===== config.mk =====
export PLATFORM = sky130hd
export DESIGN_NAME = circular_deque_core
export DESIGN_NICKNAME = d
export VERILOG_FILES = /design/src/rtl/cdq_pkg.sv /design/src/rtl/circular_deque_core.sv /design/src/rtl/cdq_store.sv /design/src/rtl/cdq_ctrl.sv
export SDC_FILE = /design/constraint.sdc
export NUM_CORES = 2
export LEC_CHECK = 0
export ABC_CLOCK_PERIOD_IN_PS = 12450
export BUFFER_PORTS_ARGS = -buffer_cell sky130_fd_sc_hd__buf_4
export CAP_MARGIN = 20
export CORE_MARGIN = 5
export CORE_UTILIZATION = 35
export DETAILED_ROUTE_END_ITERATION = 10
export PLACE_DENSITY_LB_ADDON = 0.08
export SYNTH_ARGS = -nofsm -noshare
export SYNTH_HDL_FRONTEND = slang
export SYNTH_SLANG_ARGS = --single-unit

===== constraint.sdc =====
create_clock -name clock -period 12.45 [get_ports clock]
set_input_delay 1.245 -clock clock [delete_from_list [all_inputs] [get_ports clock]]
set_output_delay 1.245 -clock clock [all_outputs]
set_load 0.01 [all_outputs]

===== src/rtl/cdq_pkg.sv =====
`default_nettype none

package cdq_pkg;

   localparam int unsigned DEPTH_DEFAULT = 128;
   localparam int unsigned WORD_W        = 32;
   localparam int unsigned OP_W          = 3;
   localparam int unsigned STATUS_W      = 2;
   localparam int unsigned RSP_USER_W    = 4;

   typedef enum logic [OP_W-1:0] {
      OP_PUSH_FRONT = 3'd0,
      OP_PUSH_REAR  = 3'd1,
      OP_POP_FRONT  = 3'd2,
      OP_POP_REAR   = 3'd3,
      OP_PEEK_FRONT = 3'd4,
      OP_PEEK_REAR  = 3'd5
   } op_type;

   typedef enum logic [STATUS_W-1:0] {
      ST_DONE  = 2'd0,
      ST_FULL  = 2'd1,
      ST_EMPTY = 2'd2
   } status_type;

   // where the result word comes from
   typedef enum logic [1:0] {
      RD_ZERO = 2'd0,
      RD_ONES = 2'd1,
      RD_MEM  = 2'd2
   } rd_src_type;

   typedef struct packed {
      rd_src_type rd_src;
      status_type status;
      logic       now_empty;
      logic       now_full;
   } rsp_info_type;

endpackage

`default_nettype wire


===== src/rtl/circular_deque_core.sv =====
// Double-ended queue of DEPTH signed 32-bit words in a circular RAM.
// Request beat (req_): tuser carries the operation (push front/rear,
// pop front/rear, peek front/rear), tdata the word to push.
// Result beat (rsp_): tdata carries the peeked word (-1 on an empty peek,
// 0 otherwise), tuser the status and the empty/full flags after the op.
// Every request gives exactly one result, in order.
// The head/tail pointers update at the request beat; the RAM read is
// registered, and the result word then passes through the output register.
// Throughput: one request per cycle while results are taken; the single
// RAM port serves the one write of a push or the one read of a peek per beat.
// When rsp_tready is low the result holds in the output register, one more
// request can finish its RAM read behind it, then req_tready drops.
// Reset clears pointers and pipeline valids, leaving the deque empty;
// RAM contents are not cleared and need no clearing pass.
`default_nettype none

module circular_deque_core #(
   parameter int unsigned DEPTH = cdq_pkg::DEPTH_DEFAULT
) (
   input  wire logic        clock,
   input  wire logic        reset,
   input  wire logic        req_tvalid,
   output logic             req_tready,
   input  wire logic [31:0] req_tdata,   // [31:0] push_value
   input  wire logic [2:0]  req_tuser,   // [2:0] operation
   output logic             rsp_tvalid,
   input  wire logic        rsp_tready,
   output logic      [31:0] rsp_tdata,   // [31:0] read_value
   output logic      [3:0]  rsp_tuser    // [1:0] status, [2] now_empty, [3] now_full
);

   localparam int unsigned AW = (DEPTH > 1) ? $clog2(DEPTH) : 1;

   logic                          accept;
   logic                          mem_rd_en, mem_wr_en;
   logic [AW-1:0]                 mem_addr;
   logic [cdq_pkg::WORD_W-1:0]    mem_rd_data;
   cdq_pkg::rsp_info_type         info;
   cdq_pkg::rsp_info_type         s1_info_ff;
   logic                          s1_valid_ff, s1_valid_in;
   logic                          out_free, s1_move;
   logic                          rsp_valid_ff, rsp_valid_in;
   logic [cdq_pkg::WORD_W-1:0]    rsp_data_ff, rsp_data_in;
   logic [cdq_pkg::RSP_USER_W-1:0] rsp_user_ff;

   assign out_free   = !rsp_valid_ff || rsp_tready;
   assign s1_move    = s1_valid_ff && out_free;
   assign req_tready = !s1_valid_ff || out_free;
   assign accept     = req_tvalid && req_tready;

   cdq_ctrl #(.DEPTH(DEPTH)) u_ctrl (
      .clock     (clock),
      .reset     (reset),
      .accept    (accept),
      .op        (req_tuser),
      .mem_rd_en (mem_rd_en),
      .mem_wr_en (mem_wr_en),
      .mem_addr  (mem_addr),
      .info      (info)
   );

   cdq_store #(.DEPTH(DEPTH)) u_store (
      .clock   (clock),
      .rd_en   (mem_rd_en),
      .wr_en   (mem_wr_en),
      .addr    (mem_addr),
      .wr_data (req_tdata),
      .rd_data (mem_rd_data)
   );

   always_comb begin
      s1_valid_in  = accept || (s1_valid_ff && !out_free);
      rsp_valid_in = s1_move || (rsp_valid_ff && !rsp_tready);
      case (s1_info_ff.rd_src)
         cdq_pkg::RD_MEM:  rsp_data_in = mem_rd_data;
         cdq_pkg::RD_ONES: rsp_data_in = '1;
         default:          rsp_data_in = '0;
      endcase
   end

   always_ff @(posedge clock) begin
      if (reset) begin
         s1_valid_ff  <= 1'b0;
         rsp_valid_ff <= 1'b0;
      end else begin
         s1_valid_ff  <= s1_valid_in;
         rsp_valid_ff <= rsp_valid_in;
      end
      if (accept) begin
         s1_info_ff <= info;
      end
      if (s1_move) begin
         rsp_data_ff <= rsp_data_in;
         rsp_user_ff <= {s1_info_ff.now_full, s1_info_ff.now_empty, s1_info_ff.status};
      end
   end

   assign rsp_tvalid = rsp_valid_ff;
   assign rsp_tdata  = rsp_data_ff;
   assign rsp_tuser  = rsp_user_ff;

endmodule

`default_nettype wire


===== src/rtl/cdq_store.sv =====
`default_nettype none

module cdq_store #(
   parameter int unsigned DEPTH = cdq_pkg::DEPTH_DEFAULT,
   localparam int unsigned AW   = (DEPTH > 1) ? $clog2(DEPTH) : 1
) (
   input  wire logic                        clock,
   input  wire logic                        rd_en,
   input  wire logic                        wr_en,
   input  wire logic [AW-1:0]               addr,
   input  wire logic [cdq_pkg::WORD_W-1:0]  wr_data,
   output logic      [cdq_pkg::WORD_W-1:0]  rd_data
);

   logic [cdq_pkg::WORD_W-1:0] mem [DEPTH];
   logic [cdq_pkg::WORD_W-1:0] rd_data_ff;

   always_ff @(posedge clock) begin
      if (wr_en) begin
         mem[addr] <= wr_data;
      end
      if (rd_en) begin
         rd_data_ff <= mem[addr];
      end
   end

   assign rd_data = rd_data_ff;

endmodule

`default_nettype wire


===== src/rtl/cdq_ctrl.sv =====
`default_nettype none

module cdq_ctrl #(
   parameter int unsigned DEPTH = cdq_pkg::DEPTH_DEFAULT,
   localparam int unsigned AW   = (DEPTH > 1) ? $clog2(DEPTH) : 1
) (
   input  wire logic                         clock,
   input  wire logic                         reset,
   input  wire logic                         accept,
   input  wire logic [cdq_pkg::OP_W-1:0]     op,
   output logic                              mem_rd_en,
   output logic                              mem_wr_en,
   output logic      [AW-1:0]                mem_addr,
   output cdq_pkg::rsp_info_type             info
);

   localparam logic [AW-1:0] LAST = AW'(DEPTH - 1);

   logic [AW-1:0] head_ff, head_in;
   logic [AW-1:0] tail_ff, tail_in;
   logic          empty_ff, empty_in;
   logic [AW-1:0] head_inc, head_dec, tail_inc, tail_dec, tail_in_inc;
   logic          full_now;
   logic          push_we;
   logic [AW-1:0] addr;
   cdq_pkg::rsp_info_type info_c;

   assign head_inc    = (head_ff == LAST) ? '0 : head_ff + 1'b1;
   assign head_dec    = (head_ff == '0) ? LAST : head_ff - 1'b1;
   assign tail_inc    = (tail_ff == LAST) ? '0 : tail_ff + 1'b1;
   assign tail_dec    = (tail_ff == '0) ? LAST : tail_ff - 1'b1;
   assign tail_in_inc = (tail_in == LAST) ? '0 : tail_in + 1'b1;
   assign full_now    = !empty_ff && (tail_inc == head_ff);

   always_comb begin
      head_in        = head_ff;
      tail_in        = tail_ff;
      empty_in       = empty_ff;
      push_we        = 1'b0;
      addr           = '0;
      info_c.rd_src  = cdq_pkg::RD_ZERO;
      info_c.status  = cdq_pkg::ST_DONE;
      case (cdq_pkg::op_type'(op))
         cdq_pkg::OP_PUSH_FRONT, cdq_pkg::OP_PUSH_REAR: begin
            if (full_now) begin
               info_c.status = cdq_pkg::ST_FULL;
            end else begin
               push_we = 1'b1;
               if (empty_ff) begin
                  head_in  = '0;
                  tail_in  = '0;
                  empty_in = 1'b0;
                  addr     = '0;
               end else if (cdq_pkg::op_type'(op) == cdq_pkg::OP_PUSH_FRONT) begin
                  head_in = head_dec;
                  addr    = head_dec;
               end else begin
                  tail_in = tail_inc;
                  addr    = tail_inc;
               end
            end
         end
         cdq_pkg::OP_POP_FRONT, cdq_pkg::OP_POP_REAR: begin
            if (empty_ff) begin
               info_c.status = cdq_pkg::ST_EMPTY;
            end else if (head_ff == tail_ff) begin
               head_in  = '0;
               tail_in  = '0;
               empty_in = 1'b1;
            end else if (cdq_pkg::op_type'(op) == cdq_pkg::OP_POP_FRONT) begin
               head_in = head_inc;
            end else begin
               tail_in = tail_dec;
            end
         end
         cdq_pkg::OP_PEEK_FRONT, cdq_pkg::OP_PEEK_REAR: begin
            if (empty_ff) begin
               info_c.status = cdq_pkg::ST_EMPTY;
               info_c.rd_src = cdq_pkg::RD_ONES;
            end else begin
               info_c.rd_src = cdq_pkg::RD_MEM;
               addr = (cdq_pkg::op_type'(op) == cdq_pkg::OP_PEEK_FRONT) ? head_ff : tail_ff;
            end
         end
         default: begin
         end
      endcase
      info_c.now_empty = empty_in;
      info_c.now_full  = !empty_in && (tail_in_inc == head_in);
   end

   always_ff @(posedge clock) begin
      if (reset) begin
         head_ff  <= '0;
         tail_ff  <= '0;
         empty_ff <= 1'b1;
      end else if (accept) begin
         head_ff  <= head_in;
         tail_ff  <= tail_in;
         empty_ff <= empty_in;
      end
   end

   assign mem_wr_en = accept && push_we;
   assign mem_rd_en = accept && (info_c.rd_src == cdq_pkg::RD_MEM);
   assign mem_addr  = addr;
   assign info      = info_c;

endmodule

`default_nettype wire


---- Yosys cells after proc, flatten, opt, wreduce, memory -nomap -nowiden ----
Memories as Yosys holds them, arrays and structs flattened. A register that Yosys moved wholly into a read port is not among the register bits.
Index checks and enable logic that the tools add are counted.
word-level totals
  bits in registers ....................... 59
  bits in latches ......................... 0
  memory bits (writable) .................. 4096
  ROM bits ................................ 0
  output and inout bits ................... 38
  word-level logic and storage cells ...... 95
  memories kept ........................... 1
memory list
  memory       words  width  read ports  clocked after memory_dff  write ports  RTL line         RTL
  u_store.mem  128    32     1           1                         1            cdq_store.sv:15  logic [cdq_pkg::WORD_W-1:0] mem [DEPTH];
cells by class
  $add $sub $neg .......................... 5
  multipliers ............................. 0
  divide/modulo/power cells ............... 0
  $lt $le $gt $ge ......................... 0
  eq/ne operators ......................... 14
  shifts and indexed selects .............. 0
  muxes and demuxes ....................... 39
  bitwise operators ....................... 0
  reduce and logical (&&, ||, !) cells .... 25
operator list
  operator                                                             number
  7-bit two-way mux                                                    22
  32-bit case mux with 2 select lines                                  1
  7-bit case mux with 2 select lines                                   3
  7-bit by 1-bit adder with 7-bit output (second input constant)       3
  7-bit == test                                                        3
  7-bit == test (second input constant)                                3
  7-bit logical NOT                                                    2
  7-bit by 1-bit subtractor with 7-bit output (second input constant)  2
  1-bit logical AND                                                    8
  1-bit two-way mux                                                    8
  3-bit by 2-bit == test with 1-bit output (second input constant)     2
  3-bit == test (second input constant)                                2
  1-bit logical NOT                                                    6
  2-bit two-way mux                                                    3
  2-bit OR reduction                                                   3
  2-bit == test (second input constant)                                2
  1-bit logical OR                                                     4
  2-bit case mux with 2 select lines                                   1
  4-bit OR reduction                                                   1
  3-bit by 1-bit == test with 1-bit output (second input constant)     1
  3-bit logical NOT                                                    1
  2-bit by 1-bit == test with 1-bit output (second input constant)     1
  1-bit case mux with 2 select lines                                   1

---- Longest topological paths before layout ----
  word-level depth ........................ 10
  depth in mapped cells ................... 19
  mapped depth without buffers ............ 15

---- Hierarchy ----
Synthesis repeated with hierarchy kept, for this count alone.
unflattened totals
  cells, all modules ...................... 9502
  area total of the unflattened synthesis .. 162198.1 µm²
modules (own cells, without submodules)
  module               times used  cells an instance  area each (µm²)
  cdq_store            1           8954               157577.4
  cdq_ctrl             1           419                2891.5
  circular_deque_core  1           129                1729.2

---- Worst setup path before layout ----
No wires, ideal clock.
  path type ............................... input -> register
  from .................................... input port req_tuser[0]
  to ...................................... memory u_store.mem[80][0] in the netlist's numbering (enable)
  setup time .............................. 461 ps
  data arrival time ....................... 6011 ps
  data required time ...................... 11989 ps
  setup slack ............................. 5978 ps
  cell stages on the path ................. 15
  path through ............................ buf_2 -> mux2_2 -> and2_0 -> clkbuf_1 -> nor2_1 -> o21a_1 -> a31oi_2 -> nor2_2 -> buf_2 -> buf_2 -> buf_2 -> buf_2 -> nand2_1 -> buf_2 -> nor3_1
on the way
  word-level cells in the longest chain between the ends .. 6
ends and longest elaborated chain
  item                                                                           RTL line                        RTL
  start, declared                                                                circular_deque_core.sv:25       input wire logic [2:0] req_tuser,
  3-bit by 1-bit == test with 1-bit output or 3-bit logical NOT (tied branches)  cdq_ctrl.sv:43, cdq_ctrl.sv:54
  2-bit OR reduction                                                             cdq_ctrl.sv:43                  case (cdq_pkg::op_type'(op))
  1-bit two-way mux                                                              cdq_ctrl.sv:43
  1-bit logical AND                                                              cdq_ctrl.sv:104                 assign mem_wr_en = accept && push_we;
  1-bit two-way mux                                                              cdq_store.sv:19                 if (wr_en) begin
  1-bit two-way mux (not written as such)                                        cdq_store.sv:20                 mem[addr] <= wr_data;
  end, declared                                                                  cdq_store.sv:15
Parallel ways exist; a longest one is shown, timed or not.

---- Worst setup path after layout ----
  from .................................... register u_ctrl.tail_ff[0]
  to ...................................... register u_store.rd_data_ff, in the netlist u_store.rd_data[29] (read register of u_store.mem), data pin
on the way
  word-level cells in the longest chain between the ends .. 6
ends and longest elaborated chain
  item                                                                     RTL line                        RTL
  start, declared                                                          cdq_ctrl.sv:20                  logic [AW-1:0] tail_ff, tail_in;
  start signal, assigned                                                   cdq_ctrl.sv:99                  tail_ff <= tail_in;
  7-bit by 1-bit adder with 7-bit output or 7-bit == test (tied branches)  cdq_ctrl.sv:30                  assign tail_inc = (tail_ff == LAST) ? '0 : tail_ff + 1'b1;
  7-bit two-way mux                                                        cdq_ctrl.sv:30
  7-bit == test or 7-bit two-way mux (tied branches)                       cdq_ctrl.sv:33, cdq_ctrl.sv:54
  1-bit logical AND or 7-bit two-way mux (tied branches)                   cdq_ctrl.sv:33, cdq_ctrl.sv:49
  7-bit two-way mux                                                        cdq_ctrl.sv:45                  if (full_now) begin
  7-bit case mux with 2 select lines *                                     cdq_ctrl.sv:43
  end, declared                                                            cdq_store.sv:16                 logic [cdq_pkg::WORD_W-1:0] rd_data_ff;
Every way passes the cells marked *; elsewhere a longest branch is shown, timed or not.
A chain may end at the register's enable or synchronous reset.

==> metrics.txt <==
Fin Setup TNS=0 ns; Tcrit/Tclk final=63.0%; main area contributors after synthesis=edfxtp_1, a22oi_1, a221oi_1, nand2_1, a222oi_1; async set or reset register ratio after synthesis=0%; largest net degree at the start of global routing=98; Comb power frac=roughly 4.8%; Max VDD drop=116 uV; Core Area=448000 sq um; reg-to-reg endpoint=u_store.rd_data[29]; Site Rows=246; Routed WL per cell=42.2 microns; PwrDens=165 nW/um^2; share of cells above drive strength 1=14.8%; status=complete, no violations; Synth top area share=79.7%; ys flop type=edfxtp_1; Final Critical Period=7.84 ns; Post-Syn Area=157000 sq um; first-pass iteration count of the detailed router=10; initial antenna violation count=57; Int Power=23.3 mW; EDFF count, synth=approximately 4200; placer's final routability congestion estimate=~0.84; Critical R2R Launch=u_ctrl.tail_ff[0]; Register-to-Register Path Depth=15; post-DP HPWL=365000 microns; die height=680 microns; port buffer count=76; Leak=55.9 nW; syn_nets=between 9000 and 10000; first-pass GRT wire length=~900000 microns; NetSw=6.76 mW; Post-Route Utilization=roughly two fifths; synth warn=0; number of synthesized register bits=roughly 4200; CTS root buffer=clkbuf_16; vias after detailed routing=approximately 100000; CP startpoint=u_ctrl.tail_ff[0]; Crit path arrival time=8.68 ns; setup violators final=0; drt via density=6.27; vias in the first global route=93077; synthesized instance count=9071; I/O pin cnt=77; Flop pwr share=51.7%; WP data required=13.28 ns; Rel. slew slack=between 10 and 15%; CTS tree=done; Worst-Margin Slew=1.29 ns; Syn Area/Cell=between 15 and 20 sq um; clk_skew=0.0694 ns; CTS clock-pin slew for the worst setup and hold paths=0.06 ns; Hold Violations, Final=0; count of cell types in the netlist=100; Setup CP Type=reg2reg; die span in x=680 microns; number of remaining DRC errors=0; total CTS buffers=452; CP endpoint=u_store.rd_data[29]; Startpoint Class=flop; reg-to-reg setup timing slack=4.61 ns; area leader, netlist=edfxtp_1; share of total power in the clock network=43.5%; Max H-tree Level=5; Initial Util=between 30% and 40%; Total GRT Usage=between 20% and 30%; fmax=0.127 GHz; Skew-Pair Late Insertion Delay=1.05 ns; CP Max Fanout=81; crit end category=flop; postcts setup bufs=0; total wire length=~660000 microns; nets=9417; most frequent cells after synthesis=edfxtp_1, nand2_1, a22oi_1, a221oi_1, a21oi_1; Detail Route Antenna Nets=0; Switching Fraction=22.5%; Resized Gates After CTS=0; min-delay worst type=reg2reg; Die ar.=463000 sq um; Hold-fix buffers, CTS=0; MaxCap Viol Count=0; Max Buffers Root-to-Sink=4; TritonCTS Sinks=4187; total gr overflow=0; RSZ-0062 raised after global routing=false; DRT iter0 DRCs=14951; sequential area share after synthesis=roughly four fifths; Layout area overhead=15.6%; Final Max Slew Viols=0; top-count cell post-synth=edfxtp_1
[metal layers]
metal | GRT usage [%] | vias to the layer above | routed length (microns)
li1 | - | 38520 | -
met5 | 0 | - | 80
met4 | 9.33 | 12 | 26100
met2 | 43.7 | 5506 | 304000
met3 | 4.34 | 913 | 55800
met1 | 39.4 | 53514 | 277000
[power groups by stage]
stage | Combinational (mW) | Clock [mW] | Sequential, mW
2_1_floorplan | 0.518 | 0 | 15.8
3_3_place_gp | 1.40 | 0 | 15.8
3_5_place_dp | 1.42 | 0 | 15.8
4_1_cts | 1.42 | 13.2 | 15.5
5_1_grt | 1.47 | 13.8 | 15.5
6_report | 1.43 | 13.1 | 15.5
[state kept, by name, summed over array words and instances (netlist names)]
signal           count
rsp_tdata           32
rsp_tuser            4
rsp_tvalid           1
s1_info_ff           6
s1_valid_ff          1
u_ctrl.empty_ff      1
u_ctrl.head_ff       7
u_ctrl.tail_ff       7
u_store.mem       4096
u_store.rd_data     32
[stage by stage]
stage | setup slack [ns] | hold slack, ns | power [mW] | cell area [sq um] | cells
4_1_cts | 4.82 | 0.406 | 30.2 | 182000 | 15687
3_5_place_dp | 4.80 | 0.430 | 17.3 | 168000 | 14866
6_report | 4.61 | 0.437 | 30.0 | 182000 | 15710
5_1_grt | 4.48 | 0.423 | 30.8 | 182000 | 15691
3_3_place_gp | 4.06 | 0.434 | 17.2 | 167000 | 14838
2_1_floorplan | 5.98 | 0.400 | 16.3 | 157000 | 9071
[layout make-up]
cell class | count | area (sq um)
Sequential cell | 4187 | 126000
Antenna cell | 21 | 52.6
Fill cell | 40500 | 266000
Tap cell | 5952 | 7450
Clock inverter | 249 | 2170
Timing Repair Buffer | 506 | 4460
Inverter | 26 | 97.6
Multi-Input combinational cell | 4197 | 30000
Clock buffer | 572 | 12000
[worst max-delay path, cell delays in order, from the launching register on]
cell      delay [ns]
dfxtp_1         0.66
ha_1            0.41
and3_1          0.30
a21oi_2         0.12
a22oi_1         0.37
a221o_1         0.82
o21a_4          0.49
buf_12          0.48
and3_4          0.73
buf_4           0.52
buf_12          0.38
a221oi_1        0.18
a32oi_1         0.51
a311o_1         0.64
o311ai_1        0.50
o221ai_1        0.18
[cell usage in the layout, fill, tap and decap left out, drive strengths merged, types with 51 or more instances in the layout]
cell,Yosys,layout
edfxtp,4170,4170
nand2,691,691
clkbuf,198,572
a22oi,519,519
buf,463,506
a221oi,409,409
a21oi,350,350
nor2,332,332
a222oi,250,250
clkinv,0,195
nand3,181,181
a22o,136,136
a31oi,131,131
a221o,112,112
o21ai,103,103
mux2i,101,101
o211ai,77,77
mux2,76,76
a211oi,71,71
nand4,53,53
and3,51,51
[worst min-delay path by stage]
stage	startpoint	cells after the start	end
floorplan	s1_info_ff[2]	0	rsp_tuser[0]
global placement	s1_info_ff[2]	0	rsp_tuser[0]
detailed placement	s1_info_ff[1]	0	rsp_tuser[2]
CTS	req_tvalid	3	s1_valid_ff
global route	s1_info_ff[1]	0	rsp_tuser[2]
finish	s1_info_ff[1]	0	rsp_tuser[2]
[kinds of logic (layout without fill, tap and decap cells)]
group                    after synthesis  count (layout)  share of synthesized area [%]
flip-flops                          4187            4187                           79.9
AO/OA/AOI/OAI                       2559            2559                           12.8
AND/OR/NAND/NOR                     1430            1430                           3.96
buffers and inverters                687            1353                           2.00
multiplexers                         177             177                           1.19
XOR/XNOR                              22              22                          0.131
adder cells (fa/ha/maj)                9               9                         0.0701
other                                  0              21                              0
No activity file was read; power rests on OpenSTA's default activity.
